===== config.mk =====
export PLATFORM = sky130hd
export DESIGN_NAME = cimpf_window_cell
export DESIGN_NICKNAME = d
export VERILOG_FILES = /design/src/design/cimpf_window_cell.sv
export SDC_FILE = /design/constraint.sdc
export NUM_CORES = 1
export LEC_CHECK = 0
export BUFFER_PORTS_ARGS = -buffer_cell sky130_fd_sc_hd__buf_2
export CAP_MARGIN = 20
export CORE_AREA = 2 2 39 41
export CTS_CLUSTER_DIAMETER = 50
export DETAILED_ROUTE_END_ITERATION = 8
export DIE_AREA = 0 0 41 43
export PLACE_DENSITY_LB_ADDON = 0.1
export SYNTH_ARGS = -nofsm -noshare
export SYNTH_HDL_FRONTEND = slang
export SYNTH_SLANG_ARGS = --single-unit

===== constraint.sdc =====
create_clock -name clock -period 0.8 [get_ports clock]
set_input_delay 0.12 -clock clock [delete_from_list [all_inputs] [get_ports clock]]
set_output_delay 0.12 -clock clock [all_outputs]
set_load 0.01 [all_outputs]

===== src/design/cimpf_window_cell.sv =====
`timescale 1ns / 1ps
// ----------------------------------------------------------------------------
// cimpf_window_cell
// One byte of the recent-prompt window; shifts toward the older neighbor.
// ----------------------------------------------------------------------------
module cimpf_window_cell (
   input  logic       clock,
   input  logic       reset,
   input  logic       shift_en,
   input  logic       clear,
   input  logic [7:0] d_in,
   output logic [7:0] q_out
);

   logic [7:0] byte_ff;
   logic [7:0] byte_in;

   always_comb begin
      byte_in = byte_ff;
      if (clear) begin
         byte_in = '0;
      end else if (shift_en) begin
         byte_in = d_in;
      end
   end

   always_ff @(posedge clock) begin
      if (reset) begin
         byte_ff <= '0;
      end else begin
         byte_ff <= byte_in;
      end
   end

   assign q_out = byte_ff;

endmodule


Word level (Yosys, flattened, before mapping)
Cells that the tools add are included.
{"block": "totals", "inputBits": 12, "ramBits": 0, "reg_bits": 8, "output_inout_bits": 8, "rom_bits": 0, "n_memories": 0, "elab_cells": 2, "latchBits": 0}
{"block": "op_classes", "n_bitwise": 0, "n_mux": 0, "n_mul": 0, "shifts": 0, "reduce_logical": 1, "order_cmp": 0, "eq_ne": 0, "div_mod_pow": 0, "n_addsub": 0}
{"cell": "2-bit OR reduction", "n": 1}

Longest topological paths before layout
{"block": "logic_depth", "word_depth": 1, "ltp_mapped": 3, "mapped_depth_nobuf": 2}

Least setup slack after synthesis
OpenSTA, ideal clock, no wires.
{"block": "synth_timing", "path_kind": "in2reg", "startpoint": "input shift_en", "endpoint": "register byte_ff[0] (netlist: q_out[0])", "stages": 3, "t_arrival_ns": 0.495, "setup_ns": 0.114, "required_ns": 0.686, "path_buffers": 1, "slack_ns": 0.190, "cell_sequence": "buf_4 > mux2i_1 > nor2_1"}
{"item": "start, declared", "line": "9", "text": "input logic shift_en,"}
{"item": "end signal, assigned", "line": "31", "text": "byte_ff <= byte_in;"}
{"item": "end, declared", "line": "15", "text": "logic [7:0] byte_ff;"}

Worst setup path in the final report
{"block": "layout_timing", "startpoint": "register byte_ff[1] (netlist: q_out[1])", "endpoint": "output q_out[1]"}
{"item": "end, declared", "line": "12", "text": "output logic [7:0] q_out"}
No word-level cell between the ends.

==> impl_metrics.py <==
metrics = {
    "sta": {
        "finalClockSkew_ns": 0,
        "relSlewSlack_pct": 82.1,
        "rsz0062_at_grt": "yes",
        "setup_viol": 0,
        "max_freq_mhz": 1260,
        "layout_min_cycle_time_ns": 0.797,
        "slew_viol_final": 0,
        "period_share_pct": 99.6,
        "hold_viol_final": 0,
        "hold_slack_ns": 0.109,
        "worstMarginPinSlew_ns": 0.269,
    },
    "detailed_routing": {
        "ant_nets": 0,
        "vias": 255,
        "wl_per_cell_um": 9.66,
        "drc": 0,
        "wirelength_um": 618,
        "vias_per_cell": 3.98,
        "dr.pass1.iters": 3,
        "dr.first_iter.drc_count": 1,
    },
    "pwr": {
        "p_sw_mw": 0.177,
        "ir_drop_mv": 0.733,
        "intPower_mw": 0.650,
        "share_comb_of_total_power_pct": 12.8,
        "sw_frac_of_total_pct": 21.4,
        "pwr-share-seq_pct": 51.2,
        "power_frac_clock_pct": 36.0,
        "p_leak_nw": 0.239,
        "powerDensity_nw_per_um2": 1720,
    },
    "die": {
        "die_x_um": 41,
        "rows": 14,
        "die_h_um": 43,
        "fp.coreArea_um2": 1380,
        "start_util_pct": 21.3,
        "ios": 20,
        "dieArea_um2": 1760,
    },
    "clocking": {
        "clock_latency_ns": 0.24,
        "cts.clk_slew.worst_paths_ns": 0.05,
        "htreeDepth": 1,
        "cts_buffer_depth": 2,
        "cts_buffers": 3,
        "cts_sinks": 8,
        "clockRootBuffer": "clkbuf_4",
        "cts_tree": "done",
    },
    "worst_setup_path": {
        "worst_path_max_delay_cell": "dfxtp_2",
        "critical_path.top_delay_family": "flip-flops",
        "r2r-end": "q_out[6]",
        "crit_buf_inv": 1,
        "criticalPathCategory": "flip-flop to output pin",
        "r2r_start": "q_out[6]",
        "critical_path.startpoint_type": "flip-flop",
        "cp-end-kind": "output pin",
        "critPathArrivalTime_ns": 0.68,
        "regToRegSetupSlack_ns": 0.08,
        "critPathMaxStageDelay_ns": 0.32,
        "cp_max_fo": 2,
        "cp.required_ns": 0.68,
        "path_cells": "buf_6",
        "r2r_cells": 3,
    },
    "layout": {
        "antennaDiodeCount": 0,
        "largest_reg_flops": 8,
        "area_delta_synth_final_pct": 63.1,
        "drive_above_1_share_pct": 64.6,
        "final_nets": 62,
        "fillerInstances": 153,
        "fin_area_um2": 482,
    },
    "placement": {
        "gp_congestion": 0.561,
        "hpwl_um": 471,
        "placed_cell_area_um2": 392,
        "numPortBuffers": 19,
    },
    "yosys": {
        "ys_ff_latch": 8,
        "synthTopCellsByCount": "8 x dfxtp_1, 8 x mux2i_1, 8 x nor2_1",
        "synth_top_area_share_pct": 54.2,
        "ys_seq_area_share_pct": 54.2,
        "async_reset_ff_share_pct": 0,
        "yosys_warnings": 0,
        "ys.flop_type": "dfxtp_1",
        "ys_types": 6,
        "netlist_area_um2": 295,
        "avgSynthCellArea_um2": 10.9,
        "synth_edf_count": 0,
        "yosysTopAreaCell": "dfxtp_1",
        "synth_fp_nets": 39,
        "synthTopCellsByArea": "dfxtp_1 54%, mux2i_1 27%, nor2_1 10%",
        "netlist_instances": 27,
    },
    "global_routing": {
        "antenna_found_initial": 0,
        "grt_usage_pct": 8.17,
        "grt_pass1_vias": 214,
        "grt_overflow_total": 0,
        "grt_pass1_wl_um": 903,
        "grt_max_degree": 9,
    },
    "hold_path": {
        "min_path_cells": 3,
        "min_path_type": "primary input to flip-flop",
        "worstHoldStart": "d_in[6]",
        "holdPathEnd": "q_out[6]",
    },
    "run_status": {
        "outcome": "complete, no violations",
    },
    "flow_run": {
        "drv_cap": 0,
    },
}
metrics by stage:
| stage | worst slack, ns | instances | util [%] | TNS (ns) | total power, mW |
|---|---|---|---|---|---|
| 3_3_place_gp | 0.0609 | 60 | 28.3 | 0 | 0.514 |
| 4_1_cts | -0.0134 | 64 | 34.8 | -0.0661 | 0.855 |
| 2_1_floorplan | 0.190 | 27 | - | 0 | 0.482 |
| 6_report | 0.00325 | 64 | 34.8 | 0 | 0.827 |
| 3_5_place_dp | 0.0314 | 60 | 28.3 | 0 | 0.517 |
| 5_1_grt | -0.0253 | 64 | 34.8 | -0.160 | 0.880 |
logic make-up (layout without fill, tap and decap cells):
family                 after synthesis  after routing  share of synthesized area, %
flip-flops                           8              8                          54.2
AND/OR/NAND/NOR                      9              9                          12.3
multiplexers                         8              8                          27.1
buffers and inverters                2             23                          6.36
power by group through the flow:
stage	Sequential [mW]	Combinational [mW]	Clock, mW
final	0.423	0.106	0.298
after global routing	0.424	0.117	0.340
after CTS	0.423	0.109	0.324
after detailed placement	0.426	0.0914	0
after global placement	0.425	0.0888	0
after floorplan	0.433	0.0491	0
what timing repair did:
item | in CTS | in global routing
endpoints found under the setup margin | 8 | 8
gates resized for setup | 16 | 0
buffers inserted | 1 | 0
hold buffers | 0 | 0
per-layer routing:
| metal | vias up | GRT usage, % | wire length [um] |
|---|---|---|---|
| met4 | 0 | 8.00 | 8 |
| met5 | - | 0 | 0 |
| li1 | 131 | - | - |
| met1 | 108 | 10.8 | 271 |
| met3 | 2 | 3.14 | 68 |
| met2 | 14 | 9.38 | 269 |
worst max path at each step:
stage,start,cells after the start,slack [ns],end
detailed placement,shift_en,3,0.03,q_out[1]
global route,q_out[5],1,-0.03,q_out[5]
global placement,shift_en,3,0.06,q_out[5]
floorplan,shift_en,3,0.19,q_out[0]
finish,q_out[1],1,0.003,q_out[1]
CTS,q_out[5],1,-0.01,q_out[5]
cell type report:
| type | instances | area, um2 | share of cell area (%) |
|---|---|---|---|
| flip-flops and latches | 8 | 170 | 35.3 |
| repair buffers | 20 | 153 | 31.7 |
| multi-input cells | 17 | 116 | 24.2 |
| clock buffers | 3 | 22.5 | 4.68 |
| well taps | 16 | 20.0 | 4.16 |
cells in the final DEF, fill, tap and decap left out:
master	Yosys	final
mux2i_1	8	8
nor2_1	8	8
buf_4	1	1
clkbuf_4	0	3
dfxtp_2	0	8
or2_1	1	1
buf_6	1	8
buf_2	0	11
No activity file was read; power rests on OpenSTA's default activity.
