**config.mk**
```make
export PLATFORM = sky130hd
export DESIGN_NAME = cimpf_slot_cell
export DESIGN_NICKNAME = d
export VERILOG_FILES = /design/src/design/cimpf_pkg.sv /design/src/design/cimpf_slot_cell.sv
export SDC_FILE = /design/constraint.sdc
export NUM_CORES = 1
export LEC_CHECK = 0
export ABC_AREA = 1
export BUFFER_PORTS_ARGS = -buffer_cell sky130_fd_sc_hd__buf_2
export CORE_MARGIN = 2
export CORE_UTILIZATION = 57
export CTS_BUF_LIST = sky130_fd_sc_hd__clkbuf_8
export CTS_CLUSTER_DIAMETER = 100
export CTS_CLUSTER_SIZE = 14
export DETAILED_ROUTE_END_ITERATION = 10
export GPL_ROUTABILITY_DRIVEN = 0
export HOLD_SLACK_MARGIN = 0.06
export PLACE_DENSITY = 0.83
export SLEW_MARGIN = 20
export SYNTH_ARGS = -nofsm -noshare
export SYNTH_HDL_FRONTEND = slang
export SYNTH_SLANG_ARGS = --single-unit
```
**constraint.sdc**
```tcl
create_clock -name clock -period 1.7 [get_ports clock]
set_input_delay 0.34 -clock clock [delete_from_list [all_inputs] [get_ports clock]]
set_output_delay 0.34 -clock clock [all_outputs]
set_load 0.03 [all_outputs]
```
**src/design/cimpf_pkg.sv**
```systemverilog
`timescale 1ns / 1ps
// ----------------------------------------------------------------------------
// cimpf_pkg
// Shared types, constants and functions of the case-insensitive phrase filter.
// ----------------------------------------------------------------------------
package cimpf_pkg;

   localparam int PATTERNS_DEFAULT = 16;
   localparam int PAT_LEN_DEFAULT  = 32;

   localparam logic [1:0] STATUS_OK     = 2'd0;
   localparam logic [1:0] STATUS_REJECT = 2'd1;
   localparam logic [1:0] STATUS_FULL   = 2'd2;

   localparam logic REG_PROMPT_LIMIT = 1'b0;
   localparam logic REG_OUT_CAPACITY = 1'b1;

   localparam logic [15:0] LIMIT_RESET = 16'd4096;
   localparam logic [15:0] COUNT_MAX   = 16'hFFFF;

   localparam logic [7:0] UPPER_A   = 8'h41;
   localparam logic [7:0] UPPER_Z   = 8'h5A;
   localparam logic [7:0] CASE_STEP = 8'd32;

   localparam int DEFAULT_COUNT  = 8;
   localparam int DEFAULT_TEXT_W = 8 * 28;

   localparam logic [DEFAULT_TEXT_W-1:0] DEFAULT_TEXT [DEFAULT_COUNT] = '{
      "ignore previous instructions",
      "ignore all prior",
      "disregard above",
      "system prompt:",
      "you are now",
      "new instructions:",
      "override:",
      "forget everything"
   };

   localparam int DEFAULT_LEN [DEFAULT_COUNT] = '{28, 16, 15, 14, 11, 17, 9, 17};

   typedef struct packed {
      logic shift_en;
      logic len_wr;
   } slot_ctl_type;

   function automatic logic [7:0] fold(input logic [7:0] c);
      logic [7:0] r;
      r = c;
      if (c >= UPPER_A && c <= UPPER_Z) begin
         r = c + CASE_STEP;
      end
      return r;
   endfunction

   // entry j counts back from the last stored character
   function automatic logic [7:0] default_char(input int slot, input int j, input int win);
      int full;
      int kept;
      logic [7:0] c;
      c = '0;
      if (slot < DEFAULT_COUNT) begin
         full = DEFAULT_LEN[slot];
         kept = (full < win) ? full : win;
         if (j < kept) begin
            c = fold(DEFAULT_TEXT[slot][8*(j+full-kept) +: 8]);
         end
      end
      return c;
   endfunction

   function automatic int default_len(input int slot, input int win);
      int r;
      r = 0;
      if (slot < DEFAULT_COUNT) begin
         r = (DEFAULT_LEN[slot] < win) ? DEFAULT_LEN[slot] : win;
      end
      return r;
   endfunction

endpackage

```
**src/design/cimpf_slot_cell.sv**
```systemverilog
`timescale 1ns / 1ps
// ----------------------------------------------------------------------------
// cimpf_slot_cell
// One phrase slot: stores its phrase newest-first and compares it against
// the prompt window on every byte.
// ----------------------------------------------------------------------------
module cimpf_slot_cell #(
   parameter int SLOT = 0,
   parameter int WIN  = cimpf_pkg::PAT_LEN_DEFAULT - 1,
   parameter int LEN_W = $clog2(WIN + 1)
) (
   input  logic                     clock,
   input  logic                     reset,
   input  cimpf_pkg::slot_ctl_type  ctl,
   input  logic [7:0]               char_in,
   input  logic [LEN_W-1:0]         len_in,
   input  logic [WIN-1:0][7:0]      window,
   output logic                     match
);

   logic [WIN-1:0][7:0] chars_ff;
   logic [WIN-1:0][7:0] chars_in;
   logic [LEN_W-1:0]    len_ff;
   logic [LEN_W-1:0]    len_in_next;
   logic [WIN-1:0]      equal;

   always_comb begin
      chars_in = chars_ff;
      if (ctl.shift_en) begin
         chars_in[0] = char_in;
         for (int j = 1; j < WIN; j++) begin
            chars_in[j] = chars_ff[j-1];
         end
      end
      len_in_next = ctl.len_wr ? len_in : len_ff;
   end

   always_ff @(posedge clock) begin
      if (reset) begin
         for (int j = 0; j < WIN; j++) begin
            chars_ff[j] <= cimpf_pkg::default_char(SLOT, j, WIN);
         end
         len_ff <= LEN_W'(cimpf_pkg::default_len(SLOT, WIN));
      end else begin
         chars_ff <= chars_in;
         len_ff   <= len_in_next;
      end
   end

   always_comb begin
      for (int j = 0; j < WIN; j++) begin
         equal[j] = (LEN_W'(j) >= len_ff) || (chars_ff[j] == window[j]);
      end
      match = (len_ff != '0) && (&equal);
   end

endmodule

```
### Yosys cells after proc, flatten, opt, wreduce, memory -nomap -nowiden

Cells that the tools add are included.

* word-level logic and storage cells: 128
* input bits: 265
* output and inout port bits: 1
* register bits: 253

* equality and inequality tests: 31
* reduce and logical (&&, ||, !) cells: 34
* order comparisons: 31

Operator list (number)
* 8-bit == test: 31
* 5-bit greater-or-equal comparator (first input constant): 15
* 4-bit by 5-bit greater-or-equal comparator with 1-bit output (first input constant): 8
* 1-bit logical OR: 31
* 31-bit AND reduction: 1
* 3-bit by 5-bit greater-or-equal comparator with 1-bit output (first input constant): 4
* 1-bit by 5-bit greater-or-equal comparator with 1-bit output (first input constant): 2
* 2-bit by 5-bit greater-or-equal comparator with 1-bit output (first input constant): 2
* 5-bit nonzero test: 1
* 1-bit logical AND: 1

### Logic depth before layout (Yosys ltp)

Gate-level depths: netlist of the first run.

* word-level depth: 4
* gate-level depth with buffers: 13
* mapped depth without buffers: 13

### Least setup slack after synthesis of the first run

No wires, ideal clock.

* path type: reg2out
* from: reg len_ff[2]
* to: out match
* data required time: 1.360 ns
* data arrival time: 1.442 ns
* cell stages (with the launch flop): 13
* setup slack: -0.082 ns
* buffers on the path: 1
* cells stage by stage: dfxtp_1 > buf_6 > inv_6 > nand2_2 > o21ai_2 > nand2_1 > nand2_1 > nand2_1 > clkinv_1 > nand2_1 > nor2_1 > nand2_1 > nor2_1

* word-level cells in the longest chain between the ends: 4
* elaborated cells on any way between the ends: 65
* classes of those cells: 31 x order compare; 34 x reduce/logical

Ends and longest elaborated chain
* start, declared: line cimpf_slot_cell.sv:23 `logic [LEN_W-1:0] len_ff;`
* start signal, assigned: line cimpf_slot_cell.sv:43 `len_ff <= LEN_W'(cimpf_pkg::default_len(SLOT, WIN));`
* start signal, assigned: line cimpf_slot_cell.sv:46 `len_ff <= len_in_next;`
* 1-bit by 5-bit greater-or-equal comparator with 1-bit output, or another cell as far along: line cimpf_slot_cell.sv:52 `equal[j] = (LEN_W'(j) >= len_ff) || (chars_ff[j] == window[j]);`
* 1-bit logical OR: line cimpf_slot_cell.sv:52
* 31-bit AND reduction: line cimpf_slot_cell.sv:54 `match = (len_ff != '0) && (&equal);`
* 1-bit logical AND *: line cimpf_slot_cell.sv:54
* end, declared: line cimpf_slot_cell.sv:18 `output logic match`

Every way passes the cells marked *; elsewhere a longest branch is shown, timed or not.

### Worst setup path in the final report of the first run

* from: reg chars_ff[3] in the netlist's numbering
* to: out match

* word-level cells in the longest chain between the ends: 4

Ends and longest elaborated chain
* start, declared: line cimpf_slot_cell.sv:21 `logic [WIN-1:0][7:0] chars_ff;`
* start signal, assigned by index: line cimpf_slot_cell.sv:41 `chars_ff[j] <= cimpf_pkg::default_char(SLOT, j, WIN);`
* start signal, assigned: line cimpf_slot_cell.sv:45 `chars_ff <= chars_in;`
* 8-bit == test: line cimpf_slot_cell.sv:52
* 1-bit logical OR: line cimpf_slot_cell.sv:52
* 31-bit AND reduction: line cimpf_slot_cell.sv:54
* 1-bit logical AND: line cimpf_slot_cell.sv:54

No other way between the ends.

==> metrics.md, run 1 <==
| Metric | Value |
|---|---|
| Run status | `finished, violations left` |
| Failing checks | `setup timing` |
| Number of distinct library cells after synthesis | `29` |
| Vias in the first global route | `12500` |
| Leak | `8.03 nW` |
| Clock slew at reported path FFs | `0.10 ns` |
| Root buf cell | `clkbuf_8` |
| Layout cell share with drive strength beyond 1 | `27.5%` |
| Initial antenna violation count | `4` |
| Total number of vias | `12900` |
| GRT Total Usage | `30.1%` |
| TritonCTS buffer count | `22` |
| Top Ports | `266` |
| First-pass GRT wire length | `56.2 mm` |
| CP Launch Type | `flip-flop` |
| RSZ-0062 raised after global routing | `true` |
| Wire length per cell | `14.2 um` |
| DR iter-0 viols | `637` |
| Setup ws final | `-0.866 ns` |
| Die Wd | `151 um` |
| WP data arrival | `2.23 ns` |
| H-tree levels | `1` |
| Fin. max-slew vios | `0` |
| Max Freq | `390 MHz` |
| DR top layer | `met5` |
| FF+latch count, synth | `253` |
| Worst-Margin Slew | `0.552 ns` |
| Total power | `12.9 mW` |
| VDD IR max | `0.000547 V` |
| Met1 WL | `14.7 mm` |
| Residual DRC | `0` |
| Largest net degree at the start of global routing | `140` |
| Routed wl met2 | `17.5 mm` |
| Fin nets | `2514` |
| Vias/cell | `5.12` |
| Worst setup path category | `reg -> out` |
| Met3 Wirelength | `2.28 mm` |
| Final Hold Vio Count | `0` |
| Clock Tree Buf Depth | `3` |
| Final ANT Viol Nets | `0` |
| Worst-Skew Late Latency | `0.54 ns` |
| Crit-path max FO | `2` |
| Mean Syn Cell Area | `6.97 um2` |
| Total wire length | `35.9 mm` |
| Pwr dens | `789 nW/um2` |
| CP required | `1.36 ns` |
| Clk_skew | `0.0226 ns` |
| CTS tree | `done` |
| YS warnings | `0` |
| Crit end category | `primary output` |
| IO buf count | `265` |
| Num rows | `53` |
| Syn nets | `2040` |
| Period utilization | `151%` |
| DRT Pass-1 Iters | `5` |
| Hpwl dp | `26.3 mm` |
| CTS sink count | `253` |
| Filler cells | `1562` |
| Worst min-delay path class | `in -> reg` |
| Overflow after GRT | `0` |
| Initial Util | `58.5%` |
| Normalized max-slew margin | `63.2%` |
| Die area | `22900 um2` |
| Synthesized area | `12400 um2` |
| Die Y | `151 um` |
| Final TNS setup | `-0.866 ns` |
| Register area share after synthesis | `40.9%` |
| Final setup fails | `1` |
| Syn Inst Count | `1775` |
| Min Clock Period, post-route | `2.57 ns` |
| Placeable Area | `21200 um2` |
| Max cap viols | `0` |
| Synthesis-to-layout area growth | `31.8%` |
## registers in the layout, summed over array words and instances (netlist names)
name,flops
chars_ff,248
len_ff,5
## cells in the final DEF, fill, tap and decap left out, types with 7 or more instances in the layout
cell type,count
nand2_2,9
nand3_1,93
inv_2,7
buf_4,248
inv_1,95
buf_12,7
nand2_1,525
nor2_1,244
clkbuf_8,23
nor2_2,12
o21ai_0,156
dfxtp_1,222
a21oi_1,60
dfxtp_2,31
xnor2_1,203
o211ai_1,11
dlygate4sd3_1,14
buf_2,263
xnor2_2,7
## worst max-delay path, cell delays in order, from the launching register on
cell and delay (ns):
dfxtp_1 0.35, xnor2_1 0.24, nand2_1 0.12, nor2_1 0.15
nand2_1 0.10, nand2_1 0.11, nand2_1 0.06, inv_1 0.04
nand2_1 0.04, nor2_1 0.09, nand2_1 0.07, nor2_2 0.14
buf_6 0.17
## through the flow
| step | utilization [%] | std cells | setup WS, ns | area [um2] | hold slack (ns) |
|---|---|---|---|---|---|
| after global placement | 74.2 | 2485 | -0.340 | 15700 | 0.456 |
| after global routing | 77.1 | 2525 | -0.955 | 16300 | 0.101 |
| after floorplan | - | 1775 | 0.0413 | 12400 | 0.440 |
| final | 77.1 | 2526 | -0.866 | 16300 | 0.0906 |
| after detailed placement | 74.2 | 2485 | -0.344 | 15700 | 0.472 |
| after CTS | 76.7 | 2525 | -0.696 | 16200 | 0.0660 |
## power by group
part	total [mW]	switching (mW)	internal (mW)
sequential	6.68	0.324	6.36
combinational	2.95	1.41	1.54
clock	3.23	2.00	1.23
## repair_timing
| action | 4_1_cts | 5_1_grt |
|---|---|---|
| gates cloned | 0 | 0 |
| pin swaps | 16 | 22 |
| gates resized for setup | 27 | 31 |
| hold buffers | 14 | 0 |
| endpoints found under the hold margin | 12 | 0 |
| setup buffers | 1 | 0 |
| setup endpoints to repair | 1 | 1 |
## cells in the mapped netlist
master    count  area share (%)
clkinv_1      2           0.061
buf_4         2            0.12
nor3_2        1           0.081
xnor2_1     210              15
nor3_1        2           0.081
nand2_2       3            0.15
nand2_4       1           0.091
nor2_1      255             7.7
o21ai_1       1           0.040
inv_6         1           0.071
o21ai_0     157             6.3
nor2_4        1           0.091
buf_1         2           0.061
o31ai_1       1           0.061
buf_2        34             1.4
inv_2         7            0.21
a21oi_1      60             2.4
nand2_1     531              16
inv_1        96             2.9
o211ai_1     11            0.67
nor2_2        1           0.051
clkbuf_1     45             1.4
buf_6         1           0.091
dfxtp_1     253              41
a31oi_1       1           0.051
a21oi_2       1           0.071
o21ai_2       1           0.071
o21a_1        1           0.061
nand3_1      93             3.8
## metal layers
| layer | track usage, % | up-vias |
|---|---|---|
| met2 | 53.6 | 458 |
| met3 | 4.88 | 117 |
| met5 | 0 | - |
| met4 | 11.4 | 4 |
| li1 | - | 6478 |
| met1 | 36.5 | 5876 |
## kinds of logic (layout without fill, tap and decap cells)
kind of cell           count (synthesis)  after routing  synth area share (%)
buffers and inverters                190            665                  6.27
other                                  0              1                     0
flip-flops                           253            253                  40.9
XOR/XNOR                             210            210                  14.9
AO/OA/AOI/OAI                        234            234                  9.80
AND/OR/NAND/NOR                      888            888                  28.1
## worst paths after layout
| path | startpoint | to | slack (ns) | depth (start not counted) |
|---|---|---|---|---|
| worst min-delay path | len_in[1] | len_ff[1]$_SDFFE_PP0P_ | 0.09 | 3 |
| worst max-delay path | chars_ff[3]$_SDFFE_PP0P_ | match | -0.87 | 12 |
| worst max register to register | len_ff[4]$_SDFFE_PP1P_ | len_ff[4]$_SDFFE_PP1P_ | 0.27 | 4 |
| worst min register to register | chars_ff[240]$_SDFFE_PP0P_ | chars_ff[240]$_SDFFE_PP0P_ | 0.49 | 2 |
## layout make-up
type / count / area [um2] / share of cell area (%)
Sequential cell: 253 / 5100 / 31.3
Timing Repair Buffer: 534 / 3480 / 21.3
Tap cell: 275 / 344 / 2.11
Clock buffer: 23 / 317 / 1.94
Multi-Input combinational cell: 1332 / 6640 / 40.7
Antenna cell: 1 / 2.50 / 0.0153
Clock inverter: 2 / 20.0 / 0.123
Inverter: 106 / 413 / 2.53
Note: power is estimated with default switching activity, not from simulation.
==> run 2, diff against run 1 <==
Settings changed: CELL_PAD_IN_SITES_DETAIL_PLACEMENT set to 1, CELL_PAD_IN_SITES_GLOBAL_PLACEMENT set to 1, CORE_UTILIZATION 57 to 40, PLACE_DENSITY 0.83 to not set, PLACE_DENSITY_LB_ADDON set to 0.1.
==> run 2 against run 1 <==
The run still ends with setup timing left. Utilization is 22 points lower. Die area is 41% higher. Via count is 0.64% lower. Clock skew is 0.0057 ns higher. Global-route usage is 5.1 points lower. Flip-flop and latch count stayed put. Highest routed layer is now met4.
==> metrics.md, run 2 (same netlist as run 1, synthesis figures left out) <==
| Metric | Value |
|---|---|
| Final setup fails | `1 (unchanged)` |
| Cell family with most CP delay | `simple AND/OR/NAND/NOR gates` |
| IO buf count | `265 (unchanged)` |
| Met2 GRT Util | `46.3% (-7.3 points)` |
| DRT Pass-1 Iters | `4 (-1)` |
| Failing checks | `setup timing` |
| GRT Total Usage | `25.1% (-5.1 points)` |
| Layout cell share with drive strength beyond 1 | `29.4% (+1.9 points)` |
| Register bank with the most flops | `chars_ff` |
| Wire length per cell | `15.4 um (+8.3%)` |
| Met1 usage | `31.1% (-5.3 points)` |
| Fin Hold WS | `0.149 ns (+0.0588 ns)` |
| Worst min-delay path class | `in -> reg` |
| Overflow after GRT | `0 (unchanged)` |
| R2r startpoint | `len_ff[4]$_SDFFE_PP1P_` |
| Sequence of cells on the critical path | `xnor2_1 -> nand2_1 -> nor2_2 -> nand2_2 -> nand2_2 -> nand2_2 -> inv_2 -> nand2_2 -> nor2_2 -> nand2_1 -> nor2_2 -> buf_6` |
| Largest net degree at the start of global routing | `110 (-21%)` |
| Normalized max-slew margin | `70.3% (+7.2 points)` |
| Max Freq | `410 MHz (+5.1%)` |
| DR iter-0 viols | `534 (-16%)` |
| Crit. Startpoint | `chars_ff[40]$_SDFFE_PP1P_` |
| Clock slew at reported path FFs | `0.10 ns (about the same)` |
| Run status | `finished, violations left` |
| Final Hold Vio Count | `0 (unchanged)` |
| Initial antenna violation count | `2 (-2)` |
| Pwr dens | `778 nW/um2 (-1.3%)` |
| Leak | `8.23 nW (+2.5%)` |
| Die Wd | `180 um (+19%)` |
| CP most frequent cell | `nand2_2` |
| Total wire length | `41.2 mm (+15%)` |
| Clock Tree Buf Depth | `3 (unchanged)` |
| VDD IR max | `0.000661 V (+21%)` |
| Residual DRC | `0 (unchanged)` |
| Setup ws final | `-0.741 ns (+0.125 ns)` |
| Die Y | `180 um (+19%)` |
| Fin. max-slew vios | `0 (unchanged)` |
| Synthesis-to-layout area growth | `36.3%` |
| Min-delay src | `reset` |
| Worst-Skew Late Latency | `0.57 ns (+0.03 ns)` |
| Final ANT Viol Nets | `0 (unchanged)` |
| Largest register FFs | `248 (unchanged)` |
| Most used routing layer | `met2` |
| Total number of vias | `12900 (-0.64%)` |
| Placed Instances | `2633 (+6.0%)` |
| CTS tree | `done` |
| Crit end category | `primary output` |
| GRT met3 Usage | `2.76% (-2.1 points)` |
| Final core utilization | `55.3% (-22 points)` |
| Placeable Area | `30500 um2 (+44%)` |
| Top Ports | `266 (unchanged)` |
| Initial Util | `40.6% (-18 points)` |
| Vias in the first global route | `13700 (+10%)` |
| Hpwl dp | `31.1 mm (+18%)` |
| Fin nets | `2543 (+1.2%)` |
| Commonest non-fill, non-tap cell in the layout | `nand2_1` |
| Worst-Margin Slew | `0.445 ns (-0.107 ns)` |
| CTS sink count | `253 (unchanged)` |
| CP max stage cell | `dfxtp_2` |
| First-pass GRT wire length | `67.2 mm (+20%)` |
| Max cap viols | `0 (unchanged)` |
| Root buf cell | `clkbuf_8` |
| Die area | `32400 um2 (+41%)` |
| Flop2flop setup slack | `0.32 ns (+0.05 ns)` |
| H-tree levels | `1 (unchanged)` |
| Worst setup path category | `reg -> out` |
| Min Clock Period, post-route | `2.44 ns (-0.125 ns)` |
| Num rows | `64 (+21%)` |
| Cell Count, Final, Fillers Out | `2678 (+6.0%)` |
| Most frequent cells in the layout | `nand2_1, buf_4, buf_2, nor2_1, dfxtp_1` |
| Largest regs | `chars_ff: 248 flops, len_ff: 5 flops` |
| Buf+Inv Stages, Crit Path | `2 (unchanged)` |
| RSZ-0062 raised after global routing | `true` |
| TritonCTS buffer count | `22 (unchanged)` |
| CP required | `1.36 ns (about the same)` |
| Period utilization | `144% (-7.3 points)` |
| WP data arrival | `2.10 ns (-0.13 ns)` |
| Clk_skew | `0.0284 ns (+0.00574 ns)` |
| CP peak stage delay | `0.34 ns (about the same)` |
| Total power | `13.1 mW (+2.0%)` |
| Crit-path max FO | `2 (unchanged)` |
| CP Launch Type | `flip-flop` |
| Vias/cell | `4.80 (-6.3%)` |
[run 2: changes by cell type in the layout (fill, tap and decap cells not counted), sizes merged]
cell / change
buf: +26
dlygate4sd3: +3
diode: +2
[run 2: worst paths after layout]
check / to / cells after the start
worst max-delay path: match / 12
worst min-delay path: chars_ff[94]$_SDFFE_PP1P_ / 3
worst max register to register: len_ff[4]$_SDFFE_PP1P_ / 4
worst min register to register: chars_ff[240]$_SDFFE_PP0P_ / 2
[run 2: area by class of cell]
cell class / count / area (um2)
inverters: 106 / 413
multi-input cells: 1332 / 6750
repair buffers: 563 / 3760
well taps: 396 / 495
clock buffers: 23 / 317
diodes: 3 / 7.51
flip-flops and latches: 253 / 5100
fillers: 4066 / 13600
clock inverters: 2 / 20.0
[run 2: stage by stage]
stage,setup TNS [ns],worst slack (ns),area [um2]
after CTS,-0.751,-0.751,16700
after global routing,-0.906,-0.906,16900
after floorplan,0,0.0413,12400
after detailed placement,-0.489,-0.489,16100
final,-0.741,-0.741,16900
after global placement,-0.421,-0.421,16100
[run 2: repair_timing]
item,CTS,global route
endpoints found under the hold margin,13,0
gates resized for setup,51,37
setup endpoints to repair,1,1
buffers inserted,0,0
hold buffers,17,0
pin swaps,22,30
[run 2: report_power, final]
group | switching [mW] | internal (mW) | leakage, nW
Combinational | 1.50 | 1.62 | 5.95
Clock | 2.10 | 1.23 | 0.178
Sequential | 0.322 | 6.36 | 2.10
[run 2: metal layers]
layer	share of wire, %	routed length (um)	vias up
li1	-	-	6523
met4	2.1	851	0
met3	3.2	1320	54
met1	44	18000	6078
met5	0	0	-
met2	51	21000	195
[run 2: worst min-delay path: cells and delay by family]
family / cells / cell delay (ns)
buf+inv: 2 / 0.23
simple gates: 1 / 0.11
==> run 3, diff against run 2 <==
Settings changed: SETUP_SLACK_MARGIN set to 0.5.
==> run 3 against run 2 <==
The run still ends with setup timing left. Clock-buffer cell count did not move. Combinational power barely moved. Clock skew fell by 0.0024 ns. Global-route usage barely moved. Cell area fell by 0.22%. Total power fell by 0.43%. Via count rose by 0.81%. Final cell count fell by 0.15%. Critical path type unchanged. Largest power group unchanged.
==> metrics.md, run 3 (same netlist as run 1, synthesis figures left out) <==
| Metric | Value |
|---|---|
| Total wire length | `41.2 mm (about the same)` |
| Worst-Skew Late Latency | `0.56 ns (about the same)` |
| GRT Total Usage | `25.0% (-0.033 points)` |
| Setup ws final | `-0.756 ns (-0.0150 ns)` |
| Int Pwr | `9.20 mW (about the same)` |
| Run status | `finished, violations left` |
| Fin nets | `2538 (-0.20%)` |
| Placeable Area | `30500 um2 (unchanged)` |
| Synthesis-to-layout area growth | `36.0%` |
| Final setup fails | `1 (unchanged)` |
| Seq pwr share | `51.1% (+0.2 points)` |
| Final ANT Viol Nets | `0 (unchanged)` |
| Period utilization | `144% (+0.88 points)` |
| Clk_skew | `0.0260 ns (-0.00235 ns)` |
| CP max stage cell | `dfxtp_2` |
| Final instance area | `16800 um2 (-0.22%)` |
| Initial antenna violation count | `4 (+2)` |
| Cell Count, Final, Fillers Out | `2674 (-0.15%)` |
| Fin Hold WS | `0.136 ns (-0.0132 ns)` |
| DRT Pass-1 Iters | `4 (unchanged)` |
| Die Wd | `180 um (unchanged)` |
| Num rows | `64 (unchanged)` |
| Wire length per cell | `15.4 um (+0.14%)` |
| Sequence of cells on the critical path | `xnor2_1 -> nand2_1 -> nor2_2 -> nand2_2 -> nand2_1 -> nand2_1 -> inv_1 -> nand2_1 -> nor2_2 -> nand2_2 -> nor2_4 -> buf_6` |
| Crit-path max FO | `2 (unchanged)` |
| Comb pwr share | `23.8% (about the same)` |
| Die area | `32400 um2 (unchanged)` |
| RSZ-0062 raised after global routing | `true` |
| Die Y | `180 um (unchanged)` |
| Most frequent cells in the layout | `nand2_1, buf_4, buf_2, nor2_1, dfxtp_1` |
| R2r startpoint | `chars_ff[41]$_SDFFE_PP1P_` |
| H-tree levels | `1 (unchanged)` |
| Pre-CTS WS | `-0.446 ns (+0.0430 ns)` |
| Final TNS setup | `-0.756 ns (-0.0150 ns)` |
| Largest regs | `chars_ff: 248 flops, len_ff: 5 flops` |
| Overflow after GRT | `0 (unchanged)` |
| DR iter-0 viols | `454 (-15%)` |
| Layout cell share with drive strength beyond 1 | `29.7% (+0.28 points)` |
| CP required | `1.36 ns (about the same)` |
| First-pass GRT wire length | `67.1 mm (-0.12%)` |
| Top Ports | `266 (unchanged)` |
| Failing checks | `setup timing` |
| TritonCTS buffer count | `22 (unchanged)` |
| Root buf cell | `clkbuf_8` |
| Hpwl dp | `31.5 mm (+1.5%)` |
| Clock slew at reported path FFs | `0.10 ns (about the same)` |
| Clock Tree Buf Depth | `3 (unchanged)` |
| CTS sink count | `253 (unchanged)` |
| VDD IR max | `0.000581 V (-12%)` |
| Worst min-delay path class | `in -> reg` |
| Max cap viols | `0 (unchanged)` |
| Cell family with most CP delay | `simple AND/OR/NAND/NOR gates` |
| Buf+Inv Stages, Crit Path | `2 (unchanged)` |
| Sw Share | `29.6% (-0.28 points)` |
| Fin. max-slew vios | `0 (unchanged)` |
| Initial Util | `40.6% (unchanged)` |
| Worst setup path category | `reg -> out` |
| Post-DP Area | `16100 um2 (-0.16%)` |
| Vias/cell | `4.84 (+0.96%)` |
| Leak | `8.21 nW (-0.26%)` |
| Register bank with the most flops | `chars_ff` |
| Normalized max-slew margin | `70.3% (about the same)` |
| Pwr dens | `777 nW/um2 (-0.21%)` |
| Residual DRC | `0 (unchanged)` |
| CP peak stage delay | `0.35 ns (about the same)` |
| Largest register FFs | `248 (unchanged)` |
| Total number of vias | `13000 (+0.81%)` |
| Commonest non-fill, non-tap cell in the layout | `nand2_1` |
| CP most frequent cell | `nand2_1` |
| WP data arrival | `2.12 ns (+0.02 ns)` |
| Vias in the first global route | `13700 (-0.20%)` |
| Placed Instances | `2629 (-0.15%)` |
| IO buf count | `265 (unchanged)` |
| Largest net degree at the start of global routing | `102 (-7.3%)` |
| Worst-Margin Slew | `0.445 ns (+0.0000529 ns)` |
| Crit. Startpoint | `chars_ff[36]$_SDFFE_PP1P_` |
| Min-delay src | `ctl[1]` |
| Clock power share | `25.1% (-0.3 points)` |
| CP Launch Type | `flip-flop` |
| Total power | `13.1 mW (-0.43%)` |
| CTS tree | `done` |
| Max Freq | `407 MHz (-0.61%)` |
| Min Clock Period, post-route | `2.46 ns (+0.0150 ns)` |
| Switching power | `3.87 mW (-1.4%)` |
| Crit end category | `primary output` |
| Final Hold Vio Count | `0 (unchanged)` |
| Final core utilization | `55.2% (-0.12 points)` |
[run 3: repair_timing]
action,in CTS,in global routing
hold buffers,14,0
resized for setup,63,28
pin swaps,45,17
setup buffers,2,0
endpoints found under the hold margin,13,0
endpoints found under the setup margin,1,1
[run 3: worst paths after layout]
check | to | slack [ns] | depth (start not counted)
worst min-delay path | chars_ff[245]$_SDFFE_PP0P_ | 0.14 | 2
worst max register to register | chars_ff[49]$_SDFFE_PP0P_ | 0.81 | 3
worst min register to register | chars_ff[241]$_SDFFE_PP0P_ | 0.49 | 2
worst max-delay path | match | -0.76 | 12
[run 3: area by class of cell]
class	count	area, um2
fillers	4065	13700
multi-input cells	1332	6750
clock inverters	2	20.0
well taps	396	495
diodes	4	10.0
flip-flops and latches	253	5110
clock buffers	23	317
inverters	106	413
repair buffers	558	3710
[run 3: worst reg2reg max path, delay by kind of cell (launching register included)]
| kind | cells | cell delay [ns] |
|---|---|---|
| compound gates | 2 | 0.30 |
| buf+inv | 1 | 0.13 |
| flops | 1 | 0.34 |
[run 3: routing by layer]
layer	share of wire (%)	track usage, %	vias to the layer above
li1	-	-	6506
met3	3.7	3.18	74
met4	2.9	6.83	2
met2	50	46.0	229
met5	0.032	0	-
met1	43	30.6	6143
[run 3: power by group through the flow]
stage | Clock (mW) | Sequential [mW] | Combinational, mW
after floorplan | 0 | 6.76 | 1.55
after global placement | 0 | 6.78 | 2.89
after detailed placement | 0 | 6.80 | 3.02
after CTS | 3.43 | 6.68 | 3.11
after global routing | 3.60 | 6.74 | 3.49
final | 3.28 | 6.68 | 3.12
